**src/hdl/gmpd_pkg.sv**
```systemverilog
// Shared types, constants and state encoding for the Gaussian mixture density block.
// Used by gmpd_cell, gmpd_hstep and the top level; depends on nothing.
package gmpd_pkg;

    localparam int unsigned MAX_COMPONENTS = 16;
    localparam int unsigned CHANNELS       = 3;
    localparam int unsigned HORNER_STEPS   = 10;

    localparam logic [28:0] INV_NORM   = 29'd272703090;
    localparam logic [31:0] HALF_LOG2E = 32'd3098164009;
    localparam logic [31:0] LN2        = 32'd2977044472;

    localparam logic CMD_ADD  = 1'b0;
    localparam logic CMD_EVAL = 1'b1;

    typedef struct packed {
        logic [2:0][15:0] mean;
        logic [2:0][31:0] inv;
        logic [31:0]      coef;
    } t_comp;

    typedef struct packed {
        logic        vld;
        logic [6:0]  n;
        logic [31:0] coef;
        logic [31:0] t;
    } t_lane;

    typedef enum logic [3:0] {
        S_IDLE, S_CHECK, S_INVGO, S_INVW, S_SQGO, S_SQW,
        S_CFGO, S_CFW, S_STORE, S_EVAL, S_DRAIN, S_DONE
    } t_state;

endpackage

```
**src/hdl/gmpd_cell.sv**
```systemverilog
// One component cell of the rotating component chain.
// Depends on gmpd_pkg for the component record.
module gmpd_cell (
    input  logic           i_clk,
    input  logic           i_load,
    input  gmpd_pkg::t_comp i_load_data,
    input  logic           i_shift,
    input  gmpd_pkg::t_comp i_next,
    output gmpd_pkg::t_comp o_data
);
    gmpd_pkg::t_comp r_data;

    always_ff @(posedge i_clk) begin
        if (i_shift) begin
            r_data <= i_next;
        end else if (i_load) begin
            r_data <= i_load_data;
        end
    end

    assign o_data = r_data;
endmodule

```
**config.mk**
```make
export PLATFORM = sky130hd
export DESIGN_NAME = gmpd_cell
export DESIGN_NICKNAME = d
export VERILOG_FILES = /design/src/hdl/gmpd_pkg.sv /design/src/hdl/gmpd_cell.sv
export SDC_FILE = /design/constraint.sdc
export NUM_CORES = 1
export LEC_CHECK = 0
export BUFFER_PORTS_ARGS = -buffer_cell sky130_fd_sc_hd__buf_2
export CORE_AREA = 2 2 208 210
export CTS_BUF_LIST = sky130_fd_sc_hd__clkbuf_16
export DETAILED_ROUTE_END_ITERATION = 7
export DIE_AREA = 0 0 210 212
export GPL_TIMING_DRIVEN = 0
export PLACE_DENSITY_LB_ADDON = 0.2
export SYNTH_ARGS = -nofsm -noshare
export SYNTH_HDL_FRONTEND = slang
export SYNTH_SLANG_ARGS = --single-unit
```
**constraint.sdc**
```tcl
create_clock -name i_clk -period 4.9 [get_ports i_clk]
set_input_delay 0.245 -clock i_clk [delete_from_list [all_inputs] [get_ports i_clk]]
set_output_delay 0.245 -clock i_clk [all_outputs]
set_load 0.02 [all_outputs]
```
Yosys cells after proc, flatten, opt, wreduce, memory -nomap -nowiden
Cells that the tools add are included.
{"block": "word_totals", "output_inout_bits": 176, "wordCells": 10, "register_bits": 176, "inputBits": 355}
{"block": "op_classes", "muxes": 2, "n_reduce_logical": 1}
{"op": "$mux W176", "n": 2}
{"op": "$reduce_bool A2 Y1", "n": 1}

Longest topological paths before layout
{"block": "logic_depth", "ltp_word": 2, "depth_mapped": 4, "depth_no_buf": 1}

Worst setup path before layout
No wires, ideal clock.
{"block": "synth_path", "kind": "input -> register", "start": "input i_shift", "end": "register r_data, in the netlist o_data[0] (enable)", "t_arrival_ns": 2.803, "stages": 4, "setup_time_ns": 0.462, "path_buffers": 3, "path_slack_ns": 1.634, "t_required_ns": 4.438, "path_cell_list": "buf_6 buf_6 buf_6 or2_2"}
{"block": "synth_via", "elab_chain_len": 1}
{"item": "from (decl)", "line": "gmpd_cell.sv:7", "text": "input logic i_shift,"}
{"item": "$reduce_bool A2 Y1 (no line)"}
{"item": "to (signal assigned)", "line": "gmpd_cell.sv:15", "text": "r_data <= i_next;"}
{"item": "to (signal assigned)", "line": "gmpd_cell.sv:17", "text": "r_data <= i_load_data;"}
{"item": "to (decl)", "line": "gmpd_cell.sv:11", "text": "gmpd_pkg::t_comp r_data;"}
No other way between the ends.
A chain may end at the register's enable or synchronous reset.

Worst setup path after layout
{"block": "layout_path", "start": "input i_shift", "end": "register r_data, in the netlist o_data[65] (enable)"}
Same word-level chain as after synthesis.

==> qor.yml <==
outcome: "finished clean"
cts_resized: 0
fin_crit_sh_pct: 34.9
synth_area_per_cell_um2: 21.3
grt_overflow_total: 0
fin_tns_setup_ns: 0
ys_seq_area_share_pct: 66.4
final_hold_viol_count: 0
worstSetupPathType: "in -> reg"
synthesis.area_um2: 7960
first_global_vias: 5291
final_antenna_net_count: 0
hold_buffers: 0
grt_first_pass_wirelength_um: 32700
area_growth_pct: 50.1
routed_wl_um: 23600
max-clock-path-buffers: 2
max-slew-margin-rel_pct: 72.3
antenna_found_initial: 1
fillCellCount: 4382
crit_fanout: 51
dieWidth_um: 210
drt-vias-per-instance: 3.62
vias: 5371
wl_per_cell_um: 15.9
drc: 0
crit_arrival_ns: 1.85
period_needed_ns: 1.71
synthCells: 373
grt_setup_unrepaired: "false"
start_util_pct: 18.7
drt_first_pass_iters: 4
place.gp.congestion: 0.737
final_max_slew_viol_count: 0
cts_tree: "built"
crit_end: "o_data[65]"
tightest_slew_ns: 0.416
place_hpwl_um: 19100
p_leak_nw: 5.55
portBuffers: 529
cts_htree_levels: 4
min_path_type: "in -> reg"
cap_violations: 0
p_per_area_nw_per_um2: 342
crit_path_start_kind: "primary input"
drt_iter0_markers: 188
dieArea_um2: 44500
p_total_mw: 4.08
synth_nets: 728
pin_count: 531
ir_drop_uv: 228
coreArea_um2: 42500
cts-root-buf: "clkbuf_16"
cts_sinks: 176
cts_inserted_buffers: 17
crit_required_ns: 5.04
layout.nets: 1279
post-cts-setup-buffer-count: 0
fmax_ghz: 0.585
rows: 76
crit_start: "i_shift"
finalSetupViolCount: 0
die_h_um: 212
clkTransAtPathRegs_ns: 0.07
synth_cell_types: 6
largest_reg_flops: 176
grt_usage_pct: 10.2
final_layout_size_suffix_gt1_share_pct: 80.7
synth-seq-cells: 176
endpoint_kind: "flop"
yosys_warnings: 0
grt_max_degree: 63
==> cells in the mapped netlist (all sizes together) <==
cell / number / area share, %
or2: 1 / 0.079
edfxtp: 176 / 66
buf: 20 / 2.5
mux2: 176 / 31
==> worst min path at each step <==
stage,from,to,slack [ns],depth (start not counted)
5_1_grt,i_load_data[49],o_data[49],0.04,2
3_3_place_gp,i_next[47],o_data[47],0.55,2
6_report,i_load_data[68],o_data[68],0.08,2
2_1_floorplan,i_next[100],o_data[100],0.46,1
3_5_place_dp,i_next[158],o_data[158],0.55,2
4_1_cts,i_load_data[68],o_data[68],0.03,2
==> through the flow <==
step	utilization (%)	area (µm²)	setup slack, ns	hold slack, ns	instances
4_1_cts	28.1	11900	3.17	0.0302	1482
2_1_floorplan	-	7960	1.63	0.462	373
3_5_place_dp	26.7	11400	2.65	0.548	1451
3_3_place_gp	26.6	11300	0.267	0.547	1448
5_1_grt	28.1	11900	3.06	0.0412	1483
6_report	28.1	11900	3.19	0.0778	1483
==> placed cells by master (no fill, tap or decap) <==
cell | netlist | final
buf_6 | 16 | 16
clkbuf_16 | 0 | 17
bufinv_16 | 0 | 3
buf_16 | 0 | 2
clkinv_2 | 0 | 2
clkinv_1 | 0 | 4
buf_12 | 0 | 1
mux2_2 | 47 | 47
edfxtp_1 | 176 | 176
clkinv_4 | 0 | 1
inv_1 | 0 | 1
mux2_4 | 129 | 129
buf_2 | 4 | 533
or2_4 | 0 | 1
clkinvlp_4 | 0 | 3
diode_2 | 0 | 1
==> critical path, cell delays in order <==
cell and delay (ns):
buf_6 0.13, buf_6 0.19, buf_6 0.20, or2_4 0.41, buf_12 0.29, buf_16 0.27
==> final cells by class <==
type,count,area [µm²],share of cell area [%]
antenna,1,2.50,0.0210
buffer,20,200,1.68
clock buffer,17,425,3.56
clock inverter,14,150,1.26
multi-input combinational,177,2470,20.7
sequential,176,5290,44.2
tap,546,683,5.72
timing repair buffer,532,2720,22.8
==> layer usage <==
layer	up-vias	wire (µm)	global-route usage, %
met5	-	0	0
met4	0	346	3.69
met3	16	2370	4.82
met2	297	12000	17.4
met1	2483	8940	11.1
li1	2575	-	-
==> cell families after synthesis <==
family | Yosys count | synth area share (%)
muxes | 176 | 31.0
buffers and inverters | 20 | 2.52
DFF | 176 | 66.4
and+or+nand+nor | 1 | 0.0787
==> power by group <==
group / switching [mW] / internal, mW
sequential: 0.0386 / 1.85
clock: 0.597 / 0.787
combinational: 0.438 / 0.375
total: 1.07 / 3.01
No activity file was read; power rests on OpenSTA's default activity.
