**src/hdl/gmpd_pkg.sv**
```systemverilog
// Shared types, constants and state encoding for the Gaussian mixture density block.
// Used by gmpd_cell, gmpd_hstep and the top level; depends on nothing.
package gmpd_pkg;

    localparam int unsigned MAX_COMPONENTS = 16;
    localparam int unsigned CHANNELS       = 3;
    localparam int unsigned HORNER_STEPS   = 10;

    localparam logic [28:0] INV_NORM   = 29'd272703090;
    localparam logic [31:0] HALF_LOG2E = 32'd3098164009;
    localparam logic [31:0] LN2        = 32'd2977044472;

    localparam logic CMD_ADD  = 1'b0;
    localparam logic CMD_EVAL = 1'b1;

    typedef struct packed {
        logic [2:0][15:0] mean;
        logic [2:0][31:0] inv;
        logic [31:0]      coef;
    } t_comp;

    typedef struct packed {
        logic        vld;
        logic [6:0]  n;
        logic [31:0] coef;
        logic [31:0] t;
    } t_lane;

    typedef enum logic [3:0] {
        S_IDLE, S_CHECK, S_INVGO, S_INVW, S_SQGO, S_SQW,
        S_CFGO, S_CFW, S_STORE, S_EVAL, S_DRAIN, S_DONE
    } t_state;

endpackage

```
**src/hdl/gmpd_hstep.sv**
```systemverilog
// One Horner step of the exponential series: r <= 1 - t*r/K, t in Q0.32, r in Q1.32, three stages.
// Depends on gmpd_pkg for the lane record.
module gmpd_hstep #(
    parameter int unsigned K = 1
) (
    input  logic            i_clk,
    input  logic            i_rst_n,
    input  gmpd_pkg::t_lane i_lane,
    input  logic [32:0]     i_r,
    output gmpd_pkg::t_lane o_lane,
    output logic [32:0]     o_r
);
    localparam logic [35:0] RECIP = 36'((64'd1 << 35) / K);
    localparam logic [35:0] KW    = 36'(K);

    gmpd_pkg::t_lane r_lane1, r_lane2, r_lane3;
    logic [31:0] r_p1, r_p2, r_q2;
    logic [32:0] r_r3;
    logic [64:0] w_tr;
    logic [67:0] w_pq;
    logic [35:0] w_rem;
    logic [31:0] w_q;

    assign w_tr  = 65'(i_lane.t) * 65'(i_r);
    assign w_pq  = 68'(r_p1) * 68'(RECIP);
    assign w_rem = 36'(r_p2) - 36'(r_q2) * KW;
    assign w_q   = (w_rem >= KW) ? r_q2 + 32'd1 : r_q2;

    always_ff @(posedge i_clk) begin
        if (!i_rst_n) begin
            r_lane1 <= '0;
            r_lane2 <= '0;
            r_lane3 <= '0;
        end else begin
            r_lane1 <= i_lane;
            r_lane2 <= r_lane1;
            r_lane3 <= r_lane2;
        end
    end

    always_ff @(posedge i_clk) begin
        r_p1 <= w_tr[63:32];
        r_p2 <= r_p1;
        r_q2 <= w_pq[66:35];
        r_r3 <= 33'h1_0000_0000 - 33'(w_q);
    end

    assign o_lane = r_lane3;
    assign o_r    = r_r3;
endmodule

```
**config.mk**
```make
export PLATFORM = sky130hd
export DESIGN_NAME = gmpd_hstep
export DESIGN_NICKNAME = d
export VERILOG_FILES = /design/src/hdl/gmpd_pkg.sv /design/src/hdl/gmpd_hstep.sv
export SDC_FILE = /design/constraint.sdc
export NUM_CORES = 2
export LEC_CHECK = 0
export CAP_MARGIN = 20
export CORE_MARGIN = 4
export CORE_UTILIZATION = 45
export CTS_CLUSTER_SIZE = 25
export DETAILED_ROUTE_END_ITERATION = 10
export DONT_BUFFER_PORTS = 1
export GPL_TIMING_DRIVEN = 0
export PLACE_DENSITY_LB_ADDON = 0.25
export SKIP_CTS_REPAIR_TIMING = 1
export SYNTH_ARGS = -nofsm -noshare
export SYNTH_HDL_FRONTEND = slang
export SYNTH_SLANG_ARGS = --single-unit
```
**constraint.sdc**
```tcl
create_clock -name i_clk -period 7.9 [get_ports i_clk]
set_input_delay 0.395 -clock i_clk [delete_from_list [all_inputs] [get_ports i_clk]]
set_output_delay 0.395 -clock i_clk [all_outputs]
set_load 0.05 [all_outputs]
```
* After elaboration in Yosys (flattened, before gate mapping) *
Cells that the tools add are included.

word-level totals
  register bits = 313
  latch bits = 0
  bits in writable memories = 0
  memory bits (read-only) = 0
  memories kept = 0

cells by class
  add/subtract/negate cells = 3
  $mul = 1
  divide/modulo/power cells = 0
  $lt $le $gt $ge = 1
  equality and inequality tests = 0
  shift-type cells = 0
  mux-type cells = 1
  bitwise gates (word level) = 0
  reduce and logical (&&, ||, !) cells = 0

operators with widths
  operator                number
  $mul 32x33->64          1
  $ge 36x1->1 const B     1
  $sub 32x32->33          1
  $sub 33x32->33 const A  1
  $add 32x1->32 const B   1
  $mux 32                 1

* Logic depth before layout (Yosys ltp) *
  word-level depth = 4
  gate-level depth with buffers = 27

* Worst setup path after synthesis *
OpenSTA, ideal clock, no wires.

  path type = input to register
  start = input port i_lane[23] (netlist name)
  end = register r_p1[25]
  setup time = 127 ps
  arrival = 7,121 ps
  data required time = 7,773 ps
  setup slack = 652 ps
  cell stages on the path = 24
  cell sequence = clkbuf_1 > clkbuf_1 > nand2_1 > fa_1 > inv_1 > fa_1 > fa_1 > fa_1 > fa_1 > fa_1 > fa_1 > inv_1 > fa_1 > inv_1 > ha_1 > a21oi_1 > o21ai_0 > a221o_1 > a21o_1 > a211oi_2 > a2111oi_2 > o31ai_1 > o221ai_1 > xor2_1

on the way
  longest elaborated chain between the ends = 1

ends and longest elaborated chain
  item                    RTL line          RTL
  start: declaration      gmpd_hstep.sv:8   input gmpd_pkg::t_lane i_lane,
  $mul 32x33->64          gmpd_hstep.sv:24  assign w_tr = 65'(i_lane.t) * 65'(i_r);
  net w_tr[57]            gmpd_hstep.sv:19  logic [64:0] w_tr;
  end signal: assignment  gmpd_hstep.sv:42  r_p1 <= w_tr[63:32];
  end: declaration        gmpd_hstep.sv:17  logic [31:0] r_p1, r_p2, r_q2;

The timed path passes the listed nets, and every way through them passes these cells.
A chain may end at the register's enable or synchronous reset.

* Worst setup path after layout *
  start = input port i_lane[29] (netlist name)
  end = register r_p1[29]

Same word-level chain as after synthesis.

==> flow_summary.yaml <==
logic_synthesis:
  synthCells: 4342
  synth-edff-count: 0
  synth_flop_cell: "dfxtp_1"
  synth_top_area_share_pct: 44.50
  synthTopCellsByArea: "fa_1, dfxtp_1, and2_1, inv_1, ha_1"
  synth_top_area_cell: "fa_1"
  syn_avg_cell_area_um2: 9.574
  yosys_warnings: 0
  synthArstFlopShare_pct: 0
  yosysSeqAreaShare_pct: 15.07
  synth_seq_cells: 313
  syn-cell-area_mm2: 0.04157
  syn_nets: 5629
  synthDistinctLibCells: 61
sta:
  slew_viol_final: 0
  finalCriticalPeriod_ns: 7.868
  tightest_slew_ns: 1.252
  finalHoldViolCount: 0
  slew-limit-headroom_pct: 15.76
  post-route-period-util_pct: 99.60
  setup_viol: 0
  clock.fmax_ghz: 0.1271
  finClkSkew_ns: 0.01208
floorplanning:
  die_y_um: 311.9
  io_pins: 212
  core_region_area_mm2: 0.09166
  std_cell_rows: 111
  initial_core_util_pct: 45.35
  die_area_mm2: 0.09731
  die_w_um: 311.9
min_path:
  min_path_type: "in -> reg"
  hold_path_depth: 2
  hp-start: "i_lane[6]"
  min_to: "r_lane1[6]"
setup_path:
  start_kind: "primary input"
  path_max_fanout: 10
  reg2reg_slack_ns: 4.73
  cp.required_ns: 8.37
  reg2reg_from: "r_q2[4]"
  worstPathArrival_ns: 8.34
  crit_type: "in -> reg"
  worstRegToRegCells: 9
  reg2reg_to: "o_r[23]"
  cp-end-kind: "register"
grt:
  grt_max_degree: 17
  gr-total-overflow: 0
  grt_pass1_vias: 31790
  antenna_found_initial: 22
  grt_pass1_wl_um: 204900
  grt_usage_pct: 28.62
placement:
  placed_area_mm2: 0.04309
  port_buffers: 0
  dp_hpwl_um: 113200
  globalplace.congestion: 1.003
clocking:
  cts_buffer_depth: 3
  htree_levels: 1
  cts_root_buf: "clkbuf_16"
  clk_pin_slew_ns: 0.07
  cts.sinks: 313
  clkLatencyLatePin_ns: 0.58
  cts_inserted_buffers: 28
  cts_tree: "built"
drt:
  firstDrtPassIters: 5
  drt_iter0_drc: 2257
  vias_per_cell: 5.270
  routed_wl_um: 137800
  antenna_left: 0
  vias: 29800
  drcViolationCount: 0
  wl_per_cell_um: 24.37
layout:
  regArea_mm2: 0.006266
  n_fill_cell: 8711
  stdcell_area_mm2: 0.04500
  area_growth_pct: 8.238
  drive_gt1_share_pct: 4.702
  multi_input_area_mm2: 0.03099
  final_nets: 5711
  mostFrequentLayoutCells: "inv_1, fa_1, and2_1"
  final_common_cell: "inv_1"
outcome:
  outcome: "finished, final reports clean"
job:
  maxCapViolCount: 0
==> kinds of logic after synthesis <==
family	after synthesis	share of synthesized area, %
AO/OA/AOI/OAI	165	2.712
XOR/XNOR	66	1.390
adder cells (fa/ha/maj)	1180	52.20
buffers and inverters	1173	10.59
flip-flops	313	15.07
AND/OR/NAND/NOR	1445	18.03
==> Yosys cell counts (all sizes together), types with 4 or more instances <==
library cell  number
fa               924
a221oi             4
xnor2             42
a21o              32
inv              945
xor2              24
o21bai             8
o21a               6
and2             711
nor3              15
and3               8
a21oi             48
nor2b              7
nand2b             7
nand2            599
and4               5
nand3             20
or3                7
clkbuf           228
ha               256
o21ai             24
nor2              34
o211ai             4
nand4             11
nor4               8
dfxtp            313
==> worst max path at each step <==
stage                     cells past startpoint        from  slack [ns]        to
after floorplan                              24  i_lane[23]        0.65  r_p1[25]
after global placement                       22  i_lane[24]       -2.25  r_p1[11]
after detailed placement                     25  i_lane[24]       -1.82   r_p1[5]
after CTS                                    25  i_lane[24]       -1.22   r_p1[5]
after global routing                         22  i_lane[29]       -0.02  r_p1[31]
final                                        22  i_lane[29]        0.03  r_p1[29]
==> sequential cells by signal, summed over array words and instances (netlist names) <==
signal   flops
r_q2        32
r_lane1     72
o_r         33
r_lane2     72
o_lane      72
r_p1        32
==> final cells by class <==
cell class	count	share of cell area (%)
Clock inverter	16	0.6173
Clock buffer	35	1.727
Buffer	226	2.355
Antenna cell	23	0.1279
Inverter	945	7.883
Sequential cell	313	13.93
Multi-Input combinational cell	2856	68.86
Timing Repair Buffer	54	1.204
Tap cell	1186	3.298
==> metal layers <==
metal	up-vias	global-route usage [%]	wire, um
li1	12750	-	-
met1	15100	36.06	50850
met2	1528	45.88	63630
met3	421	6.366	13660
met4	4	16.13	9608
met5	-	0	31
==> critical path, stage by stage <==
cell and delay (ns):
clkbuf_1 0.65, and2_1 0.27, fa_1 0.43, fa_1 0.54, fa_1 0.44, fa_1 0.53
fa_1 0.59, fa_1 0.45, fa_1 0.49, inv_1 0.05, fa_1 0.51, inv_1 0.06
ha_1 0.38, a21oi_1 0.21, o21ai_0 0.12, a221o_1 0.34, a21o_1 0.23, a211oi_4 0.70
a31o_4 0.31, a21oi_1 0.14, or2_2 0.33, xor2_1 0.15
==> metrics by stage <==
| step | hold slack (ns) | TNS (ns) | util, % | instances | setup slack (ns) |
|---|---|---|---|---|---|
| after floorplan | 0.3096 | 0 | - | 4342 | 0.6519 |
| after global placement | 0.3113 | -45.26 | 46.97 | 5528 | -2.246 |
| after detailed placement | 0.3121 | -41.27 | 47.01 | 5530 | -1.825 |
| after CTS | -0.09664 | -23.47 | 48.16 | 5581 | -1.223 |
| after global routing | 0.2077 | -0.02937 | 49.03 | 5631 | -0.02113 |
| final | 0.2043 | 0 | 49.09 | 5654 | 0.03179 |
Power is left out: the tool's default activity adds up to more than one toggle a clock period on the data nets, which glitch-free logic cannot reach.
