--- src/hdl/gmpd_div.sv ---
// Restoring 64 by 64 bit divider, one quotient bit per cycle.
// Standalone; used by the top level for reciprocals and coefficients.
module gmpd_div (
    input  logic        i_clk,
    input  logic        i_rst_n,
    input  logic        i_start,
    input  logic [63:0] i_num,
    input  logic [63:0] i_den,
    output logic        o_done,
    output logic [63:0] o_quot
);
    logic        r_busy;
    logic [5:0]  r_cnt;
    logic [63:0] r_num;
    logic [63:0] r_den;
    logic [64:0] r_rem;
    logic [63:0] r_quot;
    logic [64:0] n_rem;
    logic        n_bit;

    always_comb begin
        n_rem = {r_rem[63:0], r_num[63]};
        n_bit = (n_rem >= {1'b0, r_den});
        if (n_bit) begin
            n_rem = n_rem - {1'b0, r_den};
        end
    end

    always_ff @(posedge i_clk) begin
        if (!i_rst_n) begin
            r_busy <= 1'b0;
            r_cnt  <= '0;
        end else if (i_start) begin
            r_busy <= 1'b1;
            r_cnt  <= '0;
        end else if (r_busy) begin
            r_cnt <= r_cnt + 6'd1;
            if (r_cnt == 6'd63) begin
                r_busy <= 1'b0;
            end
        end
    end

    always_ff @(posedge i_clk) begin
        if (i_start) begin
            r_num  <= i_num;
            r_den  <= i_den;
            r_rem  <= '0;
            r_quot <= '0;
        end else if (r_busy) begin
            r_num  <= {r_num[62:0], 1'b0};
            r_rem  <= n_rem;
            r_quot <= {r_quot[62:0], n_bit};
        end
    end

    assign o_done = r_busy && (r_cnt == 6'd63);
    assign o_quot = {r_quot[62:0], n_bit};
endmodule

--- config.mk ---
export PLATFORM = sky130hd
export DESIGN_NAME = gmpd_div
export DESIGN_NICKNAME = d
export VERILOG_FILES = /design/src/hdl/gmpd_div.sv
export SDC_FILE = /design/constraint.sdc
export NUM_CORES = 1
export LEC_CHECK = 0
export ABC_AREA = 0
export BUFFER_PORTS_ARGS = -buffer_cell sky130_fd_sc_hd__buf_4
export CELL_PAD_IN_SITES_DETAIL_PLACEMENT = 1
export CELL_PAD_IN_SITES_GLOBAL_PLACEMENT = 2
export CORE_ASPECT_RATIO = 1.5
export CORE_MARGIN = 2
export CORE_UTILIZATION = 25
export DETAILED_ROUTE_END_ITERATION = 16
export PLACE_DENSITY_LB_ADDON = 0.1
export SLEW_MARGIN = 10
export SYNTH_ARGS = -nofsm -noshare
export SYNTH_HDL_FRONTEND = slang
export SYNTH_SLANG_ARGS = --single-unit
--- constraint.sdc ---
create_clock -name i_clk -period 8.95 [get_ports i_clk]
set_input_delay 0 -clock i_clk [delete_from_list [all_inputs] [get_ports i_clk]]
set_output_delay 0 -clock i_clk [all_outputs]
set_load 0.1 [all_outputs]
== Yosys cells after proc, flatten, opt, wreduce, memory -nomap -nowiden ==
Cells that the tools add are included.
Widths: inputs -> output; s select.

* Register bits: 262
* Input port bits: 131
* Output and inout bits: 65
* Word-level logic and storage cells: 20

* $add $sub $neg: 2
* Magnitude comparators: 1
* Equality and inequality tests: 1
* Mux-type cells: 6
* Bitwise operators: 1
* Reduce and logical (&&, ||, !) cells: 3

{| class="wikitable"
|+ Operators with widths
! operator !! count
|-
| $mux 64 || 3
|-
| $ge 65x64->1 || 1
|-
| $sub 64x64->64 || 1
|-
| $add 6x1->6 const B || 1
|-
| $eq 6x6->1 const B || 1
|-
| $mux 1 || 3
|-
| $reduce_bool 2->1 || 1
|-
| $reduce_or 2->1 || 1
|-
| $logic_and 1x1->1 || 1
|-
| $not 1->1 || 1
|}

== Longest topological paths before layout ==
* Depth in word-level cells: 4
* Depth in mapped cells: 16
* Gate-level depth less buffers: 13

== Worst setup path before layout ==
OpenSTA, ideal clock, no wires.

* Path type: register -> register
* From: register r_num[63]
* To: register r_rem[50]
* Setup time: 88 ps
* Arrival time: 2949 ps
* Required time: 8862 ps
* Path slack: 5913 ps
* Stages on the path, launching flop included: 14
* Buffers on the path: 0
* Clock period less this slack: 3037 ps
* Path through: edfxtp_1 -> inv_1 -> ha_1 -> fa_1 -> and2b_1 -> o211ai_1 -> a31oi_1 -> a221oi_2 -> o211ai_1 -> o211a_1 -> o31ai_1 -> mux2i_1 -> nand3_1 -> a311oi_2

* Longest elaborated chain between the ends: 2
* Elaborated cells on any way between the ends: 3
* Those cells by class: 1 x add/sub; 1 x order compare; 1 x mux

{| class="wikitable"
|+ RTL lines
! item !! line !! RTL
|-
| start, declared || 14 || <nowiki>logic [63:0] r_num;</nowiki>
|-
| start signal, assigned || 46 || <nowiki>r_num <= i_num;</nowiki>
|-
| start signal, assigned || 51 || <nowiki>r_num <= {r_num[62:0], 1'b0};</nowiki>
|-
| $sub 64x64->64 or $ge 65x64->1 (tied branches) || 25, 23 ||
|-
| $mux 64 (*) || 24 || <nowiki>if (n_bit) begin</nowiki>
|-
| end signal, assigned || 52 || <nowiki>r_rem <= n_rem;</nowiki>
|-
| end, declared || 16 || <nowiki>logic [64:0] r_rem;</nowiki>
|}

Mark *: on every way between the ends. The rest lies on a longest branch, timed or not.
A chain may end at the register's enable or synchronous reset.

== Worst setup path after layout ==
* From: register r_den[10]
* To: output o_quot[0]

* Longest elaborated chain between the ends: 1

{| class="wikitable"
|+ RTL lines
! item !! line !! RTL
|-
| start, declared || 15 || <nowiki>logic [63:0] r_den;</nowiki>
|-
| start signal, assigned || 47 || <nowiki>r_den <= i_den;</nowiki>
|-
| $ge 65x64->1 || 23 || <nowiki>n_bit = (n_rem >= {1'b0, r_den});</nowiki>
|-
| end, declared || 10 || <nowiki>output logic [63:0] o_quot</nowiki>
|}

No other way between the ends.

==> results.json <==
{
  "outcome": "finished, final reports clean",
  "final_cell_count_no_fill": 2494,
  "min-delay-path-class": "input pin to register",
  "die_height_um": 296,
  "route.vias.total": 11720,
  "crit_arrival_ns": 4.63,
  "holdPathStages": 2,
  "place_area_mm2": 0.0163,
  "clock_sinks": 262,
  "most-common-layout-cells": "buf_4, nor2_1, dfxtp_1",
  "clockBufferDepth": 3,
  "cp_slowest_cell": "o31a_2",
  "clkPwrFrac_pct": 38.3,
  "synth.distinct_cells": 71,
  "timing.fmax_mhz": 216,
  "cpMostUsedCell": "or3_1",
  "port_buffers": 195,
  "grt.total_usage_pct": 16.2,
  "slew_headroom_pct": 34.4,
  "mostFrequentLayoutCell": "buf_4",
  "crit_type": "register to output pin",
  "min_period_ns": 4.63,
  "fin_util_pct": 33.2,
  "syn_nets": 1627,
  "worst_setup_path_end_kind": "output pin",
  "synthCells": 1430,
  "async_flop_share_pct": 0,
  "worstPathCellList": "inv_1, ha_1, a21oi_1, o21ai_0, or3_1, or3_1, a21o_2, a21oi_2, o31a_2, inv_2, buf_4",
  "peakVddDrop_mv": 0.128,
  "rsz0062_at_grt": "no",
  "numCtsBuffers": 31,
  "dp_slack_ns": 4.31,
  "drt_wl_total_mm": 47.0,
  "r2r-end": "r_rem[32]",
  "holdPathEnd": "r_den[50]",
  "swShare_pct": 29.2,
  "cp.required_ns": 8.95,
  "wl_per_cell_um": 18.9,
  "cpPeakStageDelay_ns": 0.79,
  "drc_errors": 0,
  "synth_area_per_cell_um2": 9.92,
  "grt_pass1_vias": 12875,
  "synth_edf_count": 128,
  "netlist_area_mm2": 0.0142,
  "antenna_found_initial": 1,
  "grt_pass1_wl_mm": 74.2,
  "synth-seq-cells": 262,
  "crit_fanout": 42,
  "drt-initial-drc-count": 368,
  "slew_viol_final": 0,
  "area_delta_synth_final_pct": 31.1,
  "power.share.combinational_pct": 20.1,
  "internal_power_mw": 2.36,
  "clkTransAtPathRegs_ns": 0.06,
  "cts_tree": "done",
  "htree_levels": 1,
  "ys_seq_area_share_pct": 46.0,
  "hpwl_mm": 33.9,
  "setup_slack_ns": 4.32,
  "ff2ff_setup_slack_ns": 4.43,
  "die_w_um": 198,
  "powerDensity_mw_per_mm2": 179,
  "start_util_pct": 25.3,
  "viasPerCell": 4.70,
  "dr.pass1.iters": 4,
  "maxCapViolations": 0,
  "timing.rr.start": "r_den[10]",
  "critPathLaunchType": "register",
  "num_rows": 106,
  "core_area_mm2": 0.0560,
  "p_switching_uw": 974,
  "pin_count": 196,
  "dpl.cell_count": 2305,
  "leakage_nw": 7.54,
  "place.gp.congestion": 0.778,
  "skew_ns": 0.0109,
  "seqPwrFrac_pct": 41.6,
  "period_share_pct": 51.7,
  "clk_latency_ns": 0.59,
  "cts_root_buf": "clkbuf_16",
  "yosysWarnings": 0,
  "finalSetupTns_ns": 0,
  "setup_violations": 0,
  "finalHoldViolCount": 0,
  "drive_above_1_share_pct": 20.7,
  "synthFlopType": "dfxtp_1",
  "ant_nets": 0,
  "postCtsSetupBuffers": 0,
  "gr-total-overflow": 0,
  "die_area_mm2": 0.0587,
  "grt_max_degree": 84,
  "nets": 1909,
  "min-delay-start": "i_den[50]",
  "design_area_mm2": 0.0186,
  "worst_slew_pin_slew_ns": 0.971,
  "reg2reg_depth": 13
}
-- synthesized netlist by cell type, types with 17 or more instances --
cell	number	share of area, %
a211oi_2	22	1.9
nand2_1	82	2.2
o21ai_0	54	1.9
a211oi_1	24	1.3
xnor2_1	34	2.1
mux2i_1	70	4.9
edfxtp_1	128	27
nand3_1	26	0.92
nor2_1	171	4.5
inv_1	86	2.3
ha_1	65	5.7
mux2_2	63	5.0
a21oi_1	116	4.1
xor2_1	26	1.6
dfxtp_1	134	19
clkbuf_1	55	1.5
nor3_1	17	0.60
a21o_1	19	1.0
nand4_1	29	1.3
-- how the worst max path moves through the flow --
stage | start | slack (ns) | end
2_1_floorplan | r_num[63] | 5.91 | r_rem[50]
3_3_place_gp | r_den[10] | 4.37 | r_rem[32]
3_5_place_dp | r_den[10] | 4.31 | r_rem[32]
4_1_cts | r_den[18] | 4.18 | o_quot[0]
5_1_grt | r_den[10] | 3.91 | o_quot[0]
6_report | r_den[10] | 4.32 | o_quot[0]
-- critical path, delay by kind of cell, from the launching register on --
family	cells	cell delay, ns
adders and majority gates	1	0.41
buffers and inverters	3	0.94
DFF	1	0.32
AOI/OAI and AO/OA	5	1.62
and+or+nand+nor	2	0.71
-- sequential cells by signal, indices dropped and copies added (netlist names) --
register  cells
r_busy        1
r_quot       63
r_rem        64
r_den        64
r_num        64
r_cnt         6
-- layout make-up --
cell class                 instances  area, µm²
timing repair buffer             335       2850
multi-input combinational        994       6930
fill                            6375      37400
sequential                       262       6530
clock buffer                      49        956
antenna                            1       2.50
clock inverter                     9       55.1
tap                              756        946
inverter                          88        330
-- per-stage QoR --
stage                     power, mW  hold slack [ns]
after global placement         2.04            0.179
after global routing           3.52           0.0931
final                          3.33            0.128
after detailed placement       2.05            0.179
after CTS                      3.41           0.0917
after floorplan                1.84           0.0989
-- power by group through the flow --
stage,sequential (mW),clock (mW),combinational (mW)
after floorplan,1.40,0,0.441
after global placement,1.41,0,0.630
after detailed placement,1.41,0,0.634
after CTS,1.39,1.34,0.685
after global routing,1.40,1.38,0.748
final,1.39,1.28,0.670
-- timing repair --
action / 4_1_cts / 5_1_grt
hold buffers: 130 / 0
endpoints found under the hold margin: 157 / 0
resized for setup: 0 / 0
setup endpoints to repair: 0 / 0
-- logic make-up after synthesis --
group           after synthesis  share of synthesized area (%)
fa+ha+maj                    66                           5.88
mux                         134                           10.0
buf+inv                     174                           5.15
simple gates                375                           11.8
xor+xnor                     60                           3.71
compound gates              359                           17.4
flops                       262                           46.0
-- per-layer routing --
metal	share of wire [%]	up-vias	GRT usage (%)	wire length (µm)
met4	2.5	0	4.51	1160
li1	-	5741	-	-
met1	40	5698	18.1	18900
met5	0	-	0	0
met3	4.8	67	3.49	2250
met2	52	214	30.5	24700
(Power assumes the default switching activity.)
