`config.mk`:
```
export PLATFORM = sky130hd
export DESIGN_NAME = gmpd_isqrt
export DESIGN_NICKNAME = d
export VERILOG_FILES = /design/src/hdl/gmpd_isqrt.sv
export SDC_FILE = /design/constraint.sdc
export NUM_CORES = 1
export LEC_CHECK = 0
export BUFFER_PORTS_ARGS = -buffer_cell sky130_fd_sc_hd__buf_2
export CAP_MARGIN = 20
export CORE_AREA = 2 2 216 218
export DETAILED_ROUTE_END_ITERATION = 6
export DIE_AREA = 0 0 218 220
export PLACE_DENSITY = 0.5
export SYNTH_ARGS = -nofsm -noshare
export SYNTH_HDL_FRONTEND = slang
export SYNTH_SLANG_ARGS = --single-unit
```
`constraint.sdc`:
```
create_clock -name i_clk -period 26.9 [get_ports i_clk]
set_input_delay 5.38 -clock i_clk [delete_from_list [all_inputs] [get_ports i_clk]]
set_output_delay 5.38 -clock i_clk [all_outputs]
set_load 0.01 [all_outputs]
```
`src/hdl/gmpd_isqrt.sv`:
```
// Digit-by-digit integer square root of a 64-bit value, two bits per cycle.
// Standalone; used by the top level for the normalization product.
module gmpd_isqrt (
    input  logic        i_clk,
    input  logic        i_rst_n,
    input  logic        i_start,
    input  logic [63:0] i_val,
    output logic        o_done,
    output logic [31:0] o_root
);
    logic        r_busy;
    logic [63:0] r_v;
    logic [63:0] r_r;
    logic [63:0] r_b;
    logic [63:0] n_v;
    logic [63:0] n_r;
    logic [63:0] w_sum;

    always_comb begin
        w_sum = r_r + r_b;
        n_v   = r_v;
        n_r   = r_r >> 1;
        if (r_v >= w_sum) begin
            n_v = r_v - w_sum;
            n_r = (r_r >> 1) + r_b;
        end
    end

    always_ff @(posedge i_clk) begin
        if (!i_rst_n) begin
            r_busy <= 1'b0;
        end else if (i_start) begin
            r_busy <= 1'b1;
        end else if (r_busy && r_b == 64'd1) begin
            r_busy <= 1'b0;
        end
    end

    always_ff @(posedge i_clk) begin
        if (i_start) begin
            r_v <= i_val;
            r_r <= '0;
            r_b <= 64'd1 << 62;
        end else if (r_busy) begin
            r_v <= n_v;
            r_r <= n_r;
            r_b <= r_b >> 2;
        end
    end

    assign o_done = r_busy && (r_b == 64'd1);
    assign o_root = n_r[31:0];
endmodule

```
Word level (Yosys, flattened, before mapping)
Index checks and enable logic that the tools add are counted.

Flip-flop bits (word level): 161. Bits in latches: 0. RAM bits: 0. ROM bits: 0. Bits of input ports: 67. Output and inout bits: 33. Logic and storage cells: 20. Memories kept: 0.

Add/sub/neg operators: 3. $mul: 0. Div/mod/pow operators: 0. Order comparisons: 1. Equal/unequal tests: 1. Shift operators: 0. Mux-type cells: 6. Bitwise gates (word level): 0. Reduce and logical (&&, ||, !) cells: 5.

Operators by type and width (number): 2-to-1 mux 64 bit (4); adder 63 x 63 -> 64 bit (1); adder 64 x 63 -> 64 bit (1); greater-or-equal comparator 64 bit (1); subtractor 64 bit (1); == test 32 x 1 -> 1 bit, second input constant (1); nonzero test 2 bit (3); 2-to-1 mux 1 bit (2); AND reduction 2 bit (1); logical AND 1 bit (1).

Logic depth before layout (Yosys ltp)
Gate-level depths: netlist (run 1).

Word-level depth: 5. Gate-level depth with buffers: 25. Gate-level depth less buffers: 21.

Worst setup path before layout (run 1)
OpenSTA, ideal clock, no wires.

Path kind: reg2out. Start point: reg r_b[0]. End point: out o_root[14]. Arrival time: 4.653 ns. Required time: 21.520 ns. Slack: 16.867 ns. Cell stages (with the launch flop): 25. Path through: dfxtp_1 > ha_1 > ha_1 > a21oi_1 > o21ai_0 > a31oi_1 > o21ai_0 > a31o_2 > a21oi_1 > o21ai_0 > a32oi_1 > xor2_1 > ha_1 > buf_4 > and3_4 > nand4_1 > nor3_1 > o21ai_0 > a22o_1 > buf_6 > buf_6 > buf_4 > buf_2 > o21ai_0 > buf_4.

Cells in the longest elaborated chain, start to end: 3. Elaborated cells on any way between the ends: 4.

Ends and longest elaborated chain: start: declaration (RTL line 14) `logic [63:0] r_b;`; start signal: assignment (RTL line 43) `r_b <= 64'd1 << 62;`; start signal: assignment (RTL line 47) `r_b <= r_b >> 2;`; adder 64 x 63 -> 64 bit (RTL line 20) `w_sum = r_r + r_b;`; greater-or-equal comparator 64 bit (RTL line 23) `if (r_v >= w_sum) begin`; 2-to-1 mux 64 bit (*) (RTL line 23); end: declaration (RTL line 9) `output logic [31:0] o_root`.

Every way passes the cells marked *; elsewhere a longest branch is shown, timed or not.

Worst setup path in the final report (run 1)
Start point: reg r_r[6]. End point: out o_root[13].

Cells in the longest elaborated chain, start to end: 3. Elaborated cells on any way between the ends: 4.

Ends and longest elaborated chain: start: declaration (RTL line 13) `logic [63:0] r_r;`; start signal: assignment (RTL line 46) `r_r <= n_r;`; adder 64 x 63 -> 64 bit (RTL line 20); greater-or-equal comparator 64 bit (RTL line 23); 2-to-1 mux 64 bit (*) (RTL line 23).

Marks and branches as above.

==> summary.md, run 1 <==
| Metric | Value |
|---|---|
| Outcome | completed |
| Total Neg Setup Slack | 0 ps |
| Synth area leader | dfxtp_1 |
| Post-Syn Nets | 2204 |
| Sink Count | 161 |
| Final nets | 2195 |
| HPWL after DPL | 40200 um |
| First-pass GRT wire length | 81300 um |
| Yosys top cell area share | 12.3% |
| Gpl congestion | 0.904 |
| Nature of the critical path endpoint | output port |
| Area Overhead vs Synth | 7.91% |
| Most used cell, CP | o21ai_0 |
| Die Width | 218 um |
| Pwr/cell area | 85.7 nW/um^2 |
| Max cap viols | 0 |
| Hold Crit Class | register to register |
| Sequential area share after synthesis | 24.5% |
| CTS root buffer | clkbuf_16 |
| Worst-skew pair later-pin latency | 500 ps |
| FF+latch count, synth | 161 |
| Final Skew | 17.6 ps |
| CP Class | register to output port |
| CP Data Arrival Time | 6790 ps |
| Core region area | 45900 um^2 |
| First-pass DRT Iterations | 5 |
| DIE HEIGHT | 220 um |
| Max-slew violation count | 0 |
| Pleak | 0.00663 uW |
| Crit path max fanout | 70 |
| Starting Density | 34.3% |
| Crit-path leading delay family | compound AO/OA/AOI/OAI gates |
| Max incr delay on CP | 620 ps |
| # H-tree levels | 4 |
| Slew HR | 36.9% |
| Postcts setup bufs | 0 |
| Worst EP required | 21520 ps |
| Post-synth top cells | nand2_1, o21ai_0, nor2_1, a21oi_1, ha_1 |
| Ranking of synthesized cells by area | dfxtp_1, edfxtp_1, ha_1, nand2_1, o21ai_0 |
| Drt first-iter violations | 863 |
| M2 GR Usage | 39.6% |
| Post-synth ARST share | 0% |
| Count of cell types in the netlist | 88 |
| Final hold vios | 0 |
| CTS tree | yes |
| Total congestion overflow | 0 |
| Most frequent cell after synthesis | nand2_1 |
| Clk buf depth | 2 |
| TritonCTS buffer count | 17 |
| Post-layout min period | 12170 ps |
| Post-CTS sizing | 0 |
| Fmax | 82.2 MHz |
| Power, Total | 1460 uW |
| CP max-delay cell | buf_4 |
| Grt met1 use | 26.4% |
| Number of flops mapped to enable cells by yosys | 64 |
| Clock Pin Slew Worst Setup and Hold Paths | 70 ps |
| Antenna Nets Post-Route | 0 |
| Met3 GRT Util | 3.40% |
| Maximum vdd drop | 0.0000431 V |
| Final routed DRC violation total | 0 |
| Share of cells above drive strength 1 | 10.8% |
| # IOs | 100 |
| Yosys warns | 0 |
| Ant. Diodes | 0 |
| GR Util All Layers | 21.8% |
| Syn Inst Count | 2006 |
| Final setup fails | 0 |
| Initial antenna violation count | 0 |
| RSZ-0062 raised after global routing | no |
| WL per Instance | 19.8 um |
| Synth Cell Area | 15700 um^2 |
| Top Usage Layer GRT | met2 |
| Post-synth top flop | dfxtp_1 |
| Startpoint Class | register |
| Placed insts | 2585 |
| CP cell instances | ha_1 > nand4_1 > o21ai_0 > a31oi_1 > o21ai_0 > a31o_2 > a21oi_1 > o21ai_0 > a32oi_1 > xor2_1 > ha_1 > a21o_1 > a21oi_1 > o211ai_2 > nor4b_2 > a22o_4 > buf_4 > nor2_1 > xor2_1 > buf_2 |
| Least-Margin Pin Slew | 946 ps |
| Routed wire length | 51700 um |
| Via density per instance | 5.70 |
| Layout Cells excl Fill | 2617 |
| Post-cts hold buffer count | 0 |
| Synthesized area per cell | 7.85 um^2 |
| Vias | 14927 |
| Cell Rows | 79 |
| Vias in the first global route | 14601 |
| IO buf count | 99 |
| Buf/Inv on CP | 2 |
| Period utilization | 45.2% |
| Largest net degree at the start of global routing | 83 |
| Die Area | 48000 um^2 |
placed cells by master, fill, tap and decap left out, drive strengths merged, types with 51 or more instances in the layout:
cell type    n
a21oi      148
o21ai      184
buf        108
xor2        75
nor2       168
inv         51
a31oi       58
xnor2       84
edfxtp      64
nand2      237
dfxtp       97
ha         130
layout make-up:
cell class	count	area [um^2]
clock buffer	21	482
clock inverter	11	113
fill	4860	28900
inverter	44	165
multi-input combinational	1665	11000
sequential	161	3870
tap	607	759
timing repair buffer	108	566
sequential cells by signal, indices dropped and copies added, names as in the netlist:
name	flops
r_b	32
r_v	64
r_r	64
r_busy	1
layer usage:
metal / vias to the layer above / wire length, um
li1: 7393 / -
met1: 7161 / 22700
met2: 316 / 26200
met3: 57 / 1810
met4: 0 / 1050
met5: - / 0
per-stage QoR:
step	hold WS (ps)	area, um^2	worst slack, ps	util, %
after global placement	481	16400	15340	35.8
final	490	17000	14730	37.1
after detailed placement	480	16400	15320	35.8
after global routing	526	17000	14090	37.1
after floorplan	457	15700	16870	-
after CTS	494	17000	14750	37.1
cells by family (layout without fill, tap and decap cells):
| logic type | count (synthesis) | count (layout) | synth area share, % |
|---|---|---|---|
| DFF | 161 | 161 | 24.5 |
| buffers and inverters | 180 | 184 | 5.52 |
| adders and majority gates | 131 | 131 | 10.5 |
| xor gates and xnor gates | 159 | 159 | 8.84 |
| muxes | 42 | 42 | 2.70 |
| AOI/OAI and AO/OA | 658 | 658 | 27.7 |
| and+or+nand+nor | 675 | 675 | 20.3 |
worst min-delay path: stages (launching register included):
cell and delay [ps]:
dfxtp_1 320, nor2_1 80, nor3_1 50
where the power goes:
part / internal [uW] / leakage [uW] / switching, uW
registers: 330 / 0.00143 / 48.7
logic: 306 / 0.00491 / 511
clock network: 140 / 0.000293 / 121
worst paths after layout:
kind	depth (start not counted)	slack, ps	startpoint	end
setup / recovery	20	14730	r_r[6]	o_root[13]
hold / removal	2	490	r_r[0]	r_r[0]
setup reg to reg	19	19930	r_r[6]	r_v[55]
hold reg to reg	2	490	r_r[0]	r_r[0]
No activity file was read; power rests on OpenSTA's default activity.
==> run 2, diff against run 1 <==
clock period = 12.3 ns   (was 26.9 ns; I/O delays follow)
==> summary.md, run 2 (synthesized netlist as in run 1, its figures left out) <==
| Metric | Value |
|---|---|
| Outcome | completed |
| Die Width | 218 um (unchanged) |
| Max-slew violation count | 0 (unchanged) |
| # H-tree levels | 4 (unchanged) |
| Least-Margin Pin Slew | 1060 ps (+114 ps) |
| Sequential power share | 26.0% (about the same) |
| CTS tree | yes |
| Post-layout min period | 9330 ps |
| Fillers | 4839 (-0.43%) |
| Largest net degree at the start of global routing | 84 (+1.2%) |
| Vias | 14871 (-0.38%) |
| Starting Density | 34.3% (unchanged) |
| Pint | 1680 uW (+120%) |
| Ant. Diodes | 0 (unchanged) |
| Design Area, Final | 17000 um^2 (about the same) |
| Pwr/cell area | 188 nW/um^2 (+120%) |
| Final setup fails | 0 (unchanged) |
| GR Util All Layers | 22.0% (+0.11 points) |
| First-pass DRT Iterations | 5 (unchanged) |
| Max cap viols | 0 (unchanged) |
| Most frequent cells in the layout | nand2_1, o21ai_0, nor2_1, a21oi_1, ha_1 |
| HPWL after DPL | 40200 um (about the same) |
| WL per Instance | 19.7 um (-0.27%) |
| Final nets | 2195 (unchanged) |
| Clock group share of total power | 18.0% (about the same) |
| RSZ-0062 raised after global routing | no |
| Maximum vdd drop | 0.000119 V (+180%) |
| Post-CTS sizing | 0 (unchanged) |
| Fmax | 107 MHz |
| Pleak | 0.00663 uW (about the same) |
| Via density per instance | 5.68 (-0.38%) |
| Hold Crit Class | register to register |
| CP Data Arrival Time | 6870 ps (+80 ps) |
| CTS root buffer | clkbuf_16 |
| Combinational fraction of design power | 56.0% (about the same) |
| Gpl congestion | 0.913 (+1.1%) |
| # IOs | 100 (unchanged) |
| Commonest non-fill, non-tap cell in the layout | nand2_1 |
| Clock Pin Slew Worst Setup and Hold Paths | 80 ps (about the same) |
| Footprint of the multi-input gates | 11000 um^2 (unchanged) |
| Routed wire length | 51600 um (-0.27%) |
| Final hold vios | 0 (unchanged) |
| Vias in the first global route | 14719 (+0.81%) |
| Clk buf depth | 2 (unchanged) |
| Crit path max fanout | 71 (+1.4%) |
| Final routed DRC violation total | 0 (unchanged) |
| IO buf count | 99 (unchanged) |
| Total congestion overflow | 0 (unchanged) |
| Area Overhead vs Synth | 7.92% (about the same) |
| Core region area | 45900 um^2 (unchanged) |
| Nature of the critical path endpoint | output port |
| Final Skew | 22.1 ps (+4.51 ps) |
| Switching Share | 47.4% (+0.68 points) |
| Antenna Nets Post-Route | 0 (unchanged) |
| Drt first-iter violations | 920 (+6.6%) |
| Period utilization | 75.9% |
| TritonCTS buffer count | 17 (unchanged) |
| Largest registers | r_r x64, r_v x64, r_b x32 |
| Sink Count | 161 (unchanged) |
| Startpoint Class | register |
| Worst Setup SP | r_r[16] |
| Worst EP required | 9840 ps (-11680 ps) |
| Post-cts hold buffer count | 0 (unchanged) |
| Postcts setup bufs | 0 (unchanged) |
| Min-delay src | r_r[0] |
| Worst flop-to-flop path startpoint | r_r[6] |
| Sequential Area | 3870 um^2 (unchanged) |
| DIE HEIGHT | 220 um (unchanged) |
| Worst-skew pair later-pin latency | 520 ps (+20 ps) |
| Share of cells above drive strength 1 | 10.8% (+0.050 points) |
| Total Neg Setup Slack | 0 ps (unchanged) |
| First-pass GRT wire length | 81400 um (about the same) |
| Net Sw Power | 1510 uW (+120%) |
| CP Class | register to output port |
| Slew HR | 28.4% (-8.5 points) |
| R2R Setup Slk | 5380 ps (-14550 ps) |
| DP Area | 16400 um^2 (unchanged) |
| Initial antenna violation count | 1 (+1) |
| Die Area | 48000 um^2 (unchanged) |
| Cell Rows | 79 (unchanged) |
run 2: changes by cell type in the layout (fill, tap and decap cells not counted), sizes merged:
cell	delta
inv	+2
clkinv	+2
clkbuf	-4
run 2: final timing paths:
kind	end	cells after the start
worst max register to register	r_v[55]	19
worst min-delay path	r_r[0]	2
worst min register to register	r_r[0]	2
worst max-delay path	o_root[5]	20
run 2: cell type report:
type | count | area share, %
multi-input combinational | 1665 | 65.0
tap | 607 | 4.47
clock buffer | 17 | 2.50
sequential | 161 | 22.8
clock inverter | 15 | 1.00
timing repair buffer | 108 | 3.33
inverter | 44 | 0.972
run 2: per-layer routing:
layer	up-vias	global-route usage (%)	part of all wire (%)
met1	7036	26.2	43
li1	7405	-	-
met3	93	3.96	4.3
met2	335	38.6	49
met5	-	0	0.033
met4	2	9.39	3.4
run 2: through the flow:
step                      util [%]  hold slack [ps]  instances  power [uW]  setup WS, ps
after floorplan                  -              457       2006        2220          2830
after global placement        35.8              481       2585        2620          3660
after detailed placement      35.8              477       2585        2620          3630
after CTS                     37.1              491       2617        3220          3000
after global routing          37.1              502       2617        3460          2460
final                         37.1              487       2617        3190          2970
run 2: power groups by stage:
stage | sequential [uW] | clock, uW | combinational, uW
floorplan | 782 | 0 | 1440
global placement | 845 | 0 | 1770
detailed placement | 843 | 0 | 1780
CTS | 833 | 595 | 1790
global route | 844 | 612 | 2000
finish | 831 | 575 | 1790
run 2: critical path: stages (launching register included):
cell	delay [ps]
dfxtp_1	570
ha_1	360
a31oi_1	350
o21ai_0	250
a21oi_1	250
a21bo_2	310
a311oi_4	360
o21ai_0	260
a21oi_1	230
xor2_1	300
ha_1	370
a21oi_1	190
o21ai_1	110
a21boi_1	210
o211ai_2	150
nor4b_2	320
a22o_4	430
buf_4	640
o21ba_2	260
xor2_1	180
buf_2	170
